$ cat src/sdmpt_pkg.sv
// Package with the beat types, register indexes and microstep tables of the position tracker.
`default_nettype none

package sdmpt_pkg;

  // Widths fixed by the pin interface and the register map.
  localparam int unsigned CFG_DATA_W = 31;
  localparam int unsigned CFG_IDX_W  = 3;
  localparam int unsigned WAKE_W     = 20;
  localparam int unsigned OUT_POS_W  = 32;

  // Register indexes on the configuration port.
  localparam logic [CFG_IDX_W-1:0] CFG_START_POSITION = 3'd0;
  localparam logic [CFG_IDX_W-1:0] CFG_MAX_POSITION   = 3'd1;
  localparam logic [CFG_IDX_W-1:0] CFG_INVERT_DIR     = 3'd2;
  localparam logic [CFG_IDX_W-1:0] CFG_NO_ENDSTOPS    = 3'd3;
  localparam logic [CFG_IDX_W-1:0] CFG_WAKE_DELAY     = 3'd4;

  // Register reset values.
  localparam logic [CFG_DATA_W-1:0] MAX_POSITION_RST = 31'd3200000;
  localparam logic [WAKE_W-1:0]     WAKE_DELAY_RST   = 20'd1000;

  // Microstep select codes (MS2:MS1).
  localparam logic [1:0] MS_FULL      = 2'd0;
  localparam logic [1:0] MS_HALF      = 2'd1;
  localparam logic [1:0] MS_QUARTER   = 2'd2;
  localparam logic [1:0] MS_SIXTEENTH = 2'd3;

  // One input beat: a sample of the driver pins.
  typedef struct packed {
    logic step_pin;
    logic dir_pin;
    logic enable_n;
    logic reset_n;
    logic sleep_pin;
    logic ms1_pin;
    logic ms2_pin;
  } in_item_t;

  // One result beat.
  typedef struct packed {
    logic signed [OUT_POS_W-1:0] position;
    logic                        at_min;
    logic                        at_max;
    logic                        step_ignored;
    logic                        asleep;
  } out_item_t;

  // One configuration write.
  typedef struct packed {
    logic                  we;
    logic [CFG_IDX_W-1:0]  index;
    logic [CFG_DATA_W-1:0] data;
  } cfg_wr_t;

  // Step size in sixteenth steps for a microstep code.
  function automatic logic [4:0] step_size(input logic [1:0] code);
    logic [4:0] sz;
    case (code)
      MS_FULL:      sz = 5'd16;
      MS_HALF:      sz = 5'd8;
      MS_QUARTER:   sz = 5'd4;
      MS_SIXTEENTH: sz = 5'd1;
      default:      sz = 5'd16;
    endcase
    return sz;
  endfunction

  // Position bits below the step size, cleared on a microstep change.
  function automatic logic [3:0] align_mask(input logic [1:0] code);
    logic [3:0] m;
    case (code)
      MS_FULL:      m = 4'hF;
      MS_HALF:      m = 4'h7;
      MS_QUARTER:   m = 4'h3;
      MS_SIXTEENTH: m = 4'h0;
      default:      m = 4'hF;
    endcase
    return m;
  endfunction

endpackage

`default_nettype wire

$ cat src/step_dir_microstep_position_tracker.sv
// Top level: input register, tracker update logic and result buffer.
// A beat goes from the input register through the update logic into the result buffer.
// Throughput: one sample per cycle while the buffer has room, set by the update loop.
// The two-entry result buffer keeps samples flowing while one result waits to be taken.
// Reset (rst_n low, synchronous) clears the channels, loads position 0 and the register
// defaults, and clears the flags, sleep state and wake countdown.
`default_nettype none

module step_dir_microstep_position_tracker
  import sdmpt_pkg::*;
#(
  parameter int unsigned POSITION_BITS = 32
) (
  input  wire logic                  clk,
  input  wire logic                  rst_n,
  input  wire logic                  in_valid,
  output logic                       in_stall,
  input  wire in_item_t              in_data,
  output logic                       out_valid,
  input  wire logic                  out_stall,
  output out_item_t                  out_data,
  input  wire logic                  cfg_we,
  input  wire logic [CFG_IDX_W-1:0]  cfg_index,
  input  wire logic [CFG_DATA_W-1:0] cfg_wdata
);

  logic      in_valid_r;
  in_item_t  in_item_r;
  logic      buf_full;
  logic      advance;
  out_item_t result;
  cfg_wr_t   cfg;

  assign cfg.we    = cfg_we;
  assign cfg.index = cfg_index;
  assign cfg.data  = cfg_wdata;

  // The registered beat moves on whenever the result buffer has room.
  assign advance  = in_valid_r & ~buf_full;
  assign in_stall = in_valid_r & buf_full;

  // Input register.
  always_ff @(posedge clk) begin
    if (!rst_n) begin
      in_valid_r <= 1'b0;
    end else if (!in_stall) begin
      in_valid_r <= in_valid;
    end
  end

  always_ff @(posedge clk) begin
    if (!in_stall && in_valid) begin
      in_item_r <= in_data;
    end
  end

  sdmpt_core #(
    .POSITION_BITS(POSITION_BITS)
  ) u_core (
    .clk      (clk),
    .rst_n    (rst_n),
    .cfg      (cfg),
    .item_fire(advance),
    .item     (in_item_r),
    .result   (result)
  );

  sdmpt_out_buf u_out_buf (
    .clk      (clk),
    .rst_n    (rst_n),
    .push     (advance),
    .push_item(result),
    .out_stall(out_stall),
    .out_valid(out_valid),
    .out_data (out_data),
    .full     (buf_full)
  );

endmodule

`default_nettype wire

$ cat src/sdmpt_core.sv
// Tracker state, configuration registers and the per-sample update logic.
`default_nettype none

module sdmpt_core
  import sdmpt_pkg::*;
#(
  parameter int unsigned POSITION_BITS = 32
) (
  input  wire logic      clk,
  input  wire logic      rst_n,
  input  wire cfg_wr_t   cfg,
  input  wire logic      item_fire,
  input  wire in_item_t  item,
  output out_item_t      result
);

  localparam int unsigned PW = POSITION_BITS;
  // Compare width wide enough for both the position and the 31-bit limit.
  localparam int unsigned LW = (PW > CFG_DATA_W) ? PW : CFG_DATA_W + 1;

  // Configuration registers.
  logic [CFG_DATA_W-1:0] max_position_r;
  logic                  invert_dir_r;
  logic                  no_endstops_r;
  logic [WAKE_W-1:0]     wake_delay_r;

  // Tracker state.
  logic [PW-1:0]     pos_r, pos_nxt;
  logic              min_r, min_nxt;
  logic              max_r, max_nxt;
  logic [1:0]        mode_r, mode_nxt;
  logic              prev_step_r;
  logic              prev_sleep_r;
  logic              sleeping_r, sleeping_nxt;
  logic [WAKE_W-1:0] wake_count_r, wake_count_nxt;
  logic              wake_pending_r, wake_pending_nxt;

  logic [LW-1:0] max_ext, pmax_ext, lim_ext;
  logic [PW-1:0] limit;
  logic [PW-1:0] pos_aligned, pos_moved, pos_ld;
  logic [PW-1:0] ld_pos;
  logic          ld_min, ld_max;
  logic [1:0]    code;
  logic          rise, dir, ignored;

  // Upper limit: max_position saturated to the largest positive position.
  always_comb begin
    max_ext  = LW'(max_position_r);
    pmax_ext = LW'({1'b0, {(PW-1){1'b1}}});
    lim_ext  = (max_ext > pmax_ext) ? pmax_ext : max_ext;
    limit    = lim_ext[PW-1:0];
  end

  // Endstop check applied to a start position write.
  always_comb begin
    pos_ld = PW'(cfg.data);
    ld_pos = pos_ld;
    ld_min = 1'b0;
    ld_max = 1'b0;
    if (pos_ld[PW-1]) begin
      ld_pos = '0;
      ld_min = 1'b1;
      ld_max = max_r;
    end else if (pos_ld > limit) begin
      ld_pos = limit;
      ld_min = min_r;
      ld_max = 1'b1;
    end
  end

  // Sample update: wake countdown, sleep level, microstep code, then step edge.
  always_comb begin
    wake_count_nxt   = wake_count_r;
    wake_pending_nxt = wake_pending_r;
    sleeping_nxt     = sleeping_r;
    if (wake_pending_r) begin
      if (wake_count_r != '0) begin
        wake_count_nxt = wake_count_r - WAKE_W'(1);
      end
      if (wake_count_nxt == '0) begin
        wake_pending_nxt = 1'b0;
        sleeping_nxt     = 1'b0;
      end
    end
    if (item.sleep_pin) begin
      sleeping_nxt     = 1'b1;
      wake_pending_nxt = 1'b0;
      wake_count_nxt   = '0;
    end else if (prev_sleep_r) begin
      if (wake_delay_r == '0) begin
        sleeping_nxt     = 1'b0;
        wake_pending_nxt = 1'b0;
        wake_count_nxt   = '0;
      end else begin
        wake_count_nxt   = wake_delay_r;
        wake_pending_nxt = 1'b1;
      end
    end

    // A new microstep code realigns the position to the new step size.
    code        = {item.ms2_pin, item.ms1_pin};
    mode_nxt    = code;
    pos_aligned = pos_r;
    if (code != mode_r) begin
      pos_aligned = pos_r & ~PW'(align_mask(code));
    end

    rise      = item.step_pin & ~prev_step_r;
    dir       = item.dir_pin ^ invert_dir_r;
    ignored   = 1'b0;
    pos_moved = dir ? pos_aligned - PW'(step_size(code))
                    : pos_aligned + PW'(step_size(code));
    pos_nxt   = pos_aligned;
    min_nxt   = min_r;
    max_nxt   = max_r;
    if (rise) begin
      if (item.enable_n || sleeping_nxt || !item.reset_n) begin
        ignored = 1'b1;
      end else begin
        pos_nxt = pos_moved;
        if (!no_endstops_r) begin
          if (pos_moved[PW-1]) begin
            pos_nxt = '0;
            min_nxt = 1'b1;
          end else if (pos_moved > limit) begin
            pos_nxt = limit;
            max_nxt = 1'b1;
          end else begin
            min_nxt = 1'b0;
            max_nxt = 1'b0;
          end
        end
      end
    end

    result.position     = OUT_POS_W'(signed'(pos_nxt));
    result.at_min       = min_nxt;
    result.at_max       = max_nxt;
    result.step_ignored = ignored;
    result.asleep       = sleeping_nxt;
  end

  // Configuration registers.
  always_ff @(posedge clk) begin
    if (!rst_n) begin
      max_position_r <= MAX_POSITION_RST;
      invert_dir_r   <= 1'b0;
      no_endstops_r  <= 1'b0;
      wake_delay_r   <= WAKE_DELAY_RST;
    end else if (cfg.we) begin
      case (cfg.index)
        CFG_MAX_POSITION: max_position_r <= cfg.data;
        CFG_INVERT_DIR:   invert_dir_r   <= cfg.data[0];
        CFG_NO_ENDSTOPS:  no_endstops_r  <= cfg.data[0];
        CFG_WAKE_DELAY:   wake_delay_r   <= cfg.data[WAKE_W-1:0];
        default: ;
      endcase
    end
  end

  // State registers; a start position write loads and checks the position.
  always_ff @(posedge clk) begin
    if (!rst_n) begin
      pos_r          <= '0;
      min_r          <= 1'b0;
      max_r          <= 1'b0;
      mode_r         <= MS_FULL;
      prev_step_r    <= 1'b0;
      prev_sleep_r   <= 1'b0;
      sleeping_r     <= 1'b0;
      wake_count_r   <= '0;
      wake_pending_r <= 1'b0;
    end else if (cfg.we && cfg.index == CFG_START_POSITION) begin
      pos_r <= ld_pos;
      min_r <= ld_min;
      max_r <= ld_max;
    end else if (item_fire) begin
      pos_r          <= pos_nxt;
      min_r          <= min_nxt;
      max_r          <= max_nxt;
      mode_r         <= mode_nxt;
      prev_step_r    <= item.step_pin;
      prev_sleep_r   <= item.sleep_pin;
      sleeping_r     <= sleeping_nxt;
      wake_count_r   <= wake_count_nxt;
      wake_pending_r <= wake_pending_nxt;
    end
  end

endmodule

`default_nettype wire

$ cat src/sdmpt_out_buf.sv
// Two-entry result buffer that decouples the result channel from the update logic.
`default_nettype none

module sdmpt_out_buf
  import sdmpt_pkg::*;
(
  input  wire logic      clk,
  input  wire logic      rst_n,
  input  wire logic      push,
  input  wire out_item_t push_item,
  input  wire logic      out_stall,
  output logic           out_valid,
  output out_item_t      out_data,
  output logic           full
);

  logic [1:0] count_r;
  out_item_t  head_r;
  out_item_t  tail_r;
  logic       pop;

  assign out_valid = (count_r != 2'd0);
  assign out_data  = head_r;
  assign full      = (count_r == 2'd2);
  assign pop       = out_valid & ~out_stall;

  // Occupancy count.
  always_ff @(posedge clk) begin
    if (!rst_n) begin
      count_r <= 2'd0;
    end else if (push && !pop) begin
      count_r <= count_r + 2'd1;
    end else if (pop && !push) begin
      count_r <= count_r - 2'd1;
    end
  end

  // Entry data: the head is always the oldest beat.
  always_ff @(posedge clk) begin
    case (count_r)
      2'd0: begin
        if (push) head_r <= push_item;
      end
      2'd1: begin
        if (push && pop) begin
          head_r <= push_item;
        end else if (push) begin
          tail_r <= push_item;
        end
      end
      2'd2: begin
        if (pop) head_r <= tail_r;
      end
      default: ;
    endcase
  end

endmodule

`default_nettype wire

$ cat config.mk
export PLATFORM = sky130hd
export DESIGN_NAME = step_dir_microstep_position_tracker
export DESIGN_NICKNAME = d
export VERILOG_FILES = /design/src/sdmpt_pkg.sv /design/src/step_dir_microstep_position_tracker.sv /design/src/sdmpt_core.sv /design/src/sdmpt_out_buf.sv
export SDC_FILE = /design/constraint.sdc
export NUM_CORES = 1
export LEC_CHECK = 0
export BUFFER_PORTS_ARGS = -buffer_cell sky130_fd_sc_hd__buf_2
export CAP_MARGIN = 0
export CORE_AREA = 10 10 193 195
export DETAILED_ROUTE_END_ITERATION = 8
export DIE_AREA = 0 0 203 205
export PLACE_DENSITY = 0.61
export SYNTH_ARGS = -nofsm -noshare
export SYNTH_HDL_FRONTEND = slang
export SYNTH_SLANG_ARGS = --single-unit
$ cat constraint.sdc
create_clock -name clk -period 7.6 [get_ports clk]
set_clock_uncertainty 0.05 [all_clocks]
set_input_delay 0.76 -clock clk [delete_from_list [all_inputs] [get_ports clk]]
set_output_delay 0.76 -clock clk [all_outputs]
set_load 0.05 [all_outputs]
==> results.yml, run 1 <==
clock_network:
  ctsLongestPathBuffers: 2
  clk_pin_slew_worst_paths_ns: 0.08
  h-tree-depth: 4
  holdBufCountCts: 0
  cts.sinks: 195
  tritoncts: "done"
  numCtsBuffers: 17
  clock-root-buffer: "clkbuf_16"
  insertion_delay_ns: 0.46
  ctsResizeCount: 0
  post_cts_buffers: 0
global_routing:
  grt_pass1_vias: 11800
  grt_pass1_wl_um: 68800
  grt_use_total: 0.210
  grt-ovfl-total: 0
  grt_max_degree: 79
  antenna_found_initial: 0
floorplanning:
  rows: 67
  initial_utilization: 0.398
  ios: 84
  fp.dieH_um: 205
  coreArea_sq_um: 33300
  die_area_sq_um: 41600
  die_w_um: 203
pwr:
  ir_drop_uv: 319
  leakagePower_nw: 5.67
  power.density_nw_per_um2: 255
  finalPower_mw: 3.73
route:
  dr.pass1.iters: 6
  ant_nets: 0
  num_vias: 12400
  wl_um: 44200
  drc: 0
  viasPerCell: 5.90
  initialDrtViolationCount: 1123
  wire_per_inst_um: 21.0
synthesis:
  ys_ff_latch: 195
  syn_area_sq_um: 13200
  synth_cell_types: 82
  synth_fp_nets: 1764
  ys_seq_area_frac: 0.355
  synth_edf_count: 79
  syn_avg_cell_area_sq_um: 8.20
  netlist_instances: 1615
  async_flop_share: 0
  synth_ff_type: "dfxtp_1"
  yosysWarnings: 0
final_layout:
  drive_above_1_share: 0.121
  nNetsFinal: 1791
  area_growth_pct: 10.6
  final_area_sq_um: 14600
critical_path:
  r2r-start: "in_item_r[5]$_DFFE_PP_"
  critPathArrivalTime_ns: 7.22
  critical_path_required_ns: 7.82
  critical_path_class: "reg -> reg"
  rrSetupSlack_ns: 0.60
  reg2reg_depth: 22
  cp_max_fo: 18
  endpoint_kind: "register"
  start_kind: "register"
  r2r-end: "u_out_buf.out_data[21]$_DFFE_PP_"
run:
  maxCapViolCount: 0
sta:
  worst_pin_slew_ns: 1.23
  fin_ws_ns: 0.602
  hold-worst-slack_ns: 0.416
  max_freq_mhz: 143
  setup_violations: 0
  grt_setup_unrepaired: "no"
  finalCriticalPeriod_ns: 7.00
  maxSlewHeadroom: 0.178
  tns_ns: 0
  hold_viol: 0
  period_share: 0.921
  drv_slew: 0
hold_path:
  hp-class: "reg -> reg"
  holdCritStartpoint: "u_core.prev_step_r$_SDFFE_PN0P_"
  hold_path_end: "u_core.prev_step_r$_SDFFE_PN0P_"
  hold_depth: 2
placed_design:
  dp_slack_ns: 0.782
  gp_congestion: 0.987
  dpl-instance-area_sq_um: 14000
  port_buffers: 83
  place_hpwl_um: 31800
outcome:
  status: "finished, final reports clean"
## where the power goes
| part | internal, mW | leakage (nW) | switching [mW] |
|---|---|---|---|
| Combinational | 0.373 | 3.68 | 1.07 |
| Sequential | 1.29 | 1.70 | 0.0657 |
| Clock | 0.448 | 0.288 | 0.489 |
## stage by stage
stage | std cells | util
after detailed placement | 2071 | 0.422
final | 2104 | 0.440
after CTS | 2103 | 0.440
after floorplan | 1615 | -
after global placement | 2071 | 0.422
after global routing | 2103 | 0.440
## layer usage
layer | wire length, um | up-vias | part of all wire | GRT usage
li1 | - | 6015 | - | -
met1 | 20100 | 5913 | 0.46 | 0.285
met2 | 20100 | 425 | 0.46 | 0.333
met3 | 3150 | 55 | 0.071 | 0.0396
met4 | 780 | 0 | 0.018 | 0.0608
met5 | 0 | - | 0 | 0
## sequential cells by signal (all words and copies together), names as in the netlist, 2 cells and up
name                   flops
u_core.wake_delay_r       20
u_core.max_position_r     31
u_out_buf.out_data        36
u_out_buf.tail_r          36
u_core.mode_r              2
u_out_buf.count_r          2
in_item_r                  7
u_core.wake_count_r       20
u_core.pos_r              32
## critical path, cell delays in order, from the launching register on
cell       delay (ns)
edfxtp_1         0.41
xnor2_1          0.40
inv_1            0.45
buf_4            0.33
ha_1             0.37
o21ai_0          0.26
nand2b_1         0.11
o2111a_1         0.19
o211ai_1         0.39
a31oi_1          0.15
o21ai_0          0.27
xnor2_1          0.23
ha_1             0.32
a2111oi_0        0.42
o21ai_0          0.20
a211o_1          0.25
o32a_1           0.31
o211ai_1         0.20
nand2_1          0.38
buf_4            0.36
nor4b_1          0.35
nor3_1           0.12
o31ai_1          0.27
## synthesized netlist by cell type, drive strengths merged (13+ instances only)
cell,n,area share
edfxtp,79,0.18
nor3,84,0.033
a22oi,37,0.021
inv,82,0.023
o21ai,86,0.033
o31ai,38,0.022
dfxtp,116,0.18
a21oi,145,0.055
xnor2,18,0.012
nor4,47,0.024
a221oi,14,0.0093
or2,13,0.0061
mux2,31,0.026
o211ai,19,0.011
ha,102,0.096
clkbuf,85,0.024
nand3,29,0.011
a211oi,14,0.0079
a21o,19,0.011
nand2b,15,0.0071
nor2,144,0.041
nand4,21,0.0099
nand2,209,0.059
## worst max path at each step
| stage | start | end | slack (ns) | cells after the start |
|---|---|---|---|---|
| 6_report | in_item_r[5]$_DFFE_PP_ | u_out_buf.out_data[21]$_DFFE_PP_ | 0.60 | 22 |
| 5_1_grt | in_item_r[5]$_DFFE_PP_ | u_out_buf.out_data[21]$_DFFE_PP_ | 0.08 | 22 |
| 4_1_cts | in_item_r[5]$_DFFE_PP_ | u_out_buf.out_data[21]$_DFFE_PP_ | 0.73 | 22 |
| 3_5_place_dp | in_item_r[5]$_DFFE_PP_ | u_out_buf.out_data[13]$_DFFE_PP_ | 0.78 | 22 |
| 3_3_place_gp | in_item_r[5]$_DFFE_PP_ | u_out_buf.out_data[21]$_DFFE_PP_ | 1.05 | 23 |
| 2_1_floorplan | in_item_r[5]$_DFFE_PP_ | u_out_buf.out_data[33]$_DFFE_PP_ | 1.52 | 23 |
## cells by family after synthesis
kind of cell             Yosys count  synth area share
AND/OR/NAND/NOR                  624             0.226
AO/OA/AOI/OAI                    450             0.219
flip-flops                       195             0.355
buffers and inverters            178            0.0526
adder cells (fa/ha/maj)          103            0.0979
multiplexers                      39            0.0324
XOR/XNOR                          26            0.0172
## final cells by class
class                      count  area (sq um)
tap                          448           561
fill                        3366         18600
clock inverter                15           179
sequential                   195          4690
multi-input combinational   1242          7890
timing repair buffer         104           573
clock buffer                  17           425
antenna                        1          2.50
inverter                      82           308
## cell usage in the layout (no fill, tap or decap), types with 18 or more instances in the layout
master / instances
nand2_1: 209
o31ai_1: 37
nor4_1: 44
buf_2: 83
buf_4: 21
o211ai_1: 19
a21oi_1: 144
nand3_1: 29
edfxtp_1: 79
mux2_2: 30
xnor2_1: 18
nor3_1: 79
nand4_1: 21
dfxtp_1: 116
o21ai_0: 79
nor2_1: 143
ha_1: 101
a21o_1: 19
inv_1: 81
a22oi_1: 37
Power figures use the tool's default switching activity.
==> run 2, diff against run 1 <==
--- a/config.mk
+++ b/config.mk
@@ -6,10 +6,10 @@
 export NUM_CORES = 1
 export LEC_CHECK = 0
 export BUFFER_PORTS_ARGS = -buffer_cell sky130_fd_sc_hd__buf_2
-export CAP_MARGIN = 0
-export CORE_AREA = 10 10 193 195
+export CAP_MARGIN = 20
+export CORE_AREA = 10 10 269 142
 export DETAILED_ROUTE_END_ITERATION = 8
-export DIE_AREA = 0 0 203 205
+export DIE_AREA = 0 0 279 152
 export PLACE_DENSITY = 0.61
 export SYNTH_ARGS = -nofsm -noshare
 export SYNTH_HDL_FRONTEND = slang
==> results.yml, run 2 (synthesis results as in run 1) <==
final_layout:
  area_growth_pct: 11.3
  drive_above_1_share: 0.127
  utilization: 0.436
  nNetsFinal: 1797
  final_area_sq_um: 14700
  diodes: 0
  final_common_cell: "nand2_1"
  fillCellCount: 3367
  final_cell_mix: "nand2_1 (209), a21oi_1 (144), nor2_1 (143)"
floorplanning:
  ios: 84
  rows: 48
  fp.dieH_um: 152
  die_area_sq_um: 42400
  initial_utilization: 0.392
  coreArea_sq_um: 33800
  die_w_um: 279
route:
  num_vias: 12800
  wl_met2_um: 17100
  met3_length_um: 5720
  wl_um: 48100
  viasPerCell: 6.07
  top_layer_used: "met4"
  initialDrtViolationCount: 1615
  dr.pass1.iters: 6
  ant_nets: 0
  m1WireLength_um: 25000
  drc: 0
  wire_per_inst_um: 22.8
global_routing:
  grt_max_degree: 75
  grt_pass1_wl_um: 72700
  antenna_found_initial: 0
  grt_use_total: 0.220
  grt_pass1_vias: 11400
  grt-ovfl-total: 0
placed_design:
  port_buffers: 83
  dp_slack_ns: 0.429
  gp_congestion: 0.975
  place_hpwl_um: 35600
  dpl-instance-area_sq_um: 14000
sta:
  fin_ws_ns: 0.422
  hold_viol: 0
  setup_violations: 0
  drv_slew: 0
  tns_ns: 0
  max_freq_mhz: 139
  hold-worst-slack_ns: 0.411
  worst_pin_slew_ns: 1.13
  finalCriticalPeriod_ns: 7.18
  period_share: 0.944
  maxSlewHeadroom: 0.243
  grt_setup_unrepaired: "no"
clock_network:
  numCtsBuffers: 17
  cts.sinks: 195
  clock-root-buffer: "clkbuf_16"
  h-tree-depth: 4
  holdBufCountCts: 0
  ctsLongestPathBuffers: 2
  clk_pin_slew_worst_paths_ns: 0.08
  insertion_delay_ns: 0.46
  tritoncts: "done"
critical_path:
  start_kind: "register"
  endpoint_kind: "register"
  rrSetupSlack_ns: 0.42
  critical_path_required_ns: 7.74
  r2r-end: "u_out_buf.out_data[33]$_DFFE_PP_"
  critical_path_class: "reg -> reg"
  cp_max_fo: 27
  critPathArrivalTime_ns: 7.32
  r2r-start: "in_item_r[1]$_DFFE_PP_"
  reg2reg_depth: 23
pwr:
  power.density_nw_per_um2: 258
  ir_drop_uv: 229
  leakagePower_nw: 5.72
outcome:
  status: "finished, final reports clean"
run:
  maxCapViolCount: 0
hold_path:
  holdCritStartpoint: "u_core.max_position_r[2]$_SDFFE_PN0P_"
  hp-class: "reg -> reg"
  hold_depth: 2
  hold_path_end: "u_core.max_position_r[2]$_SDFFE_PN0P_"
## run 2: critical path, cell delays in order, from the launching register on
cell and delay, ns:
edfxtp_1 0.57, a21oi_1 0.23, o22a_1 0.20, nand2_1 0.16, ha_1 0.25, fa_1 0.42
nor2b_1 0.20, o2111ai_1 0.18, a21oi_1 0.47, o41a_1 0.30, o21a_1 0.16, nor4_1 0.05
a311oi_1 0.72, ha_1 0.38, nand4_1 0.15, nor3_1 0.10, a211o_1 0.26, o32a_1 0.31
o211ai_1 0.21, buf_4 0.44, nor3_1 0.08, buf_4 0.24, a221oi_1 0.61, o31ai_1 0.14
## run 2: where the power goes
group,leakage (nW),internal [mW],switching (mW)
Clock,0.304,0.512,0.473
Sequential,1.70,1.29,0.0599
Combinational,3.72,0.378,1.10
## run 2: how the worst max path moves through the flow
stage	end	startpoint	depth (start not counted)	slack, ns
3_5_place_dp	u_out_buf.out_data[33]$_DFFE_PP_	in_item_r[5]$_DFFE_PP_	23	0.43
2_1_floorplan	u_out_buf.out_data[33]$_DFFE_PP_	in_item_r[5]$_DFFE_PP_	23	1.52
4_1_cts	u_out_buf.out_data[33]$_DFFE_PP_	in_item_r[5]$_DFFE_PP_	23	0.43
6_report	u_out_buf.out_data[33]$_DFFE_PP_	in_item_r[1]$_DFFE_PP_	23	0.42
3_3_place_gp	u_out_buf.out_data[33]$_DFFE_PP_	in_item_r[5]$_DFFE_PP_	21	0.45
5_1_grt	u_out_buf.out_data[13]$_DFFE_PP_	in_item_r[5]$_DFFE_PP_	24	0.11
## run 2: timing repair
action,CTS,global route
endpoints found under the setup margin,0,26
gates resized for setup,0,2
setup buffers,0,4
## run 2: final cells by class
class	instances	area, sq um	share of cell area
clock inverter	14	186	0.0127
multi-input combinational	1242	7910	0.537
inverter	82	312	0.0211
clock buffer	18	439	0.0298
timing repair buffer	110	626	0.0425
tap	450	563	0.0382
sequential	195	4690	0.319
## run 2: layer usage
metal	global-route usage	up-vias
li1	-	6037
met1	0.358	6117
met2	0.263	640
met3	0.0757	25
met4	0.0350	0
met5	0	-
## run 2: metrics by stage
stage / std cells / total power [mW]
4_1_cts: 2105 / 3.81
6_report: 2111 / 3.81
2_1_floorplan: 1615 / 2.40
3_3_place_gp: 2073 / 2.82
3_5_place_dp: 2073 / 2.83
5_1_grt: 2111 / 4.00
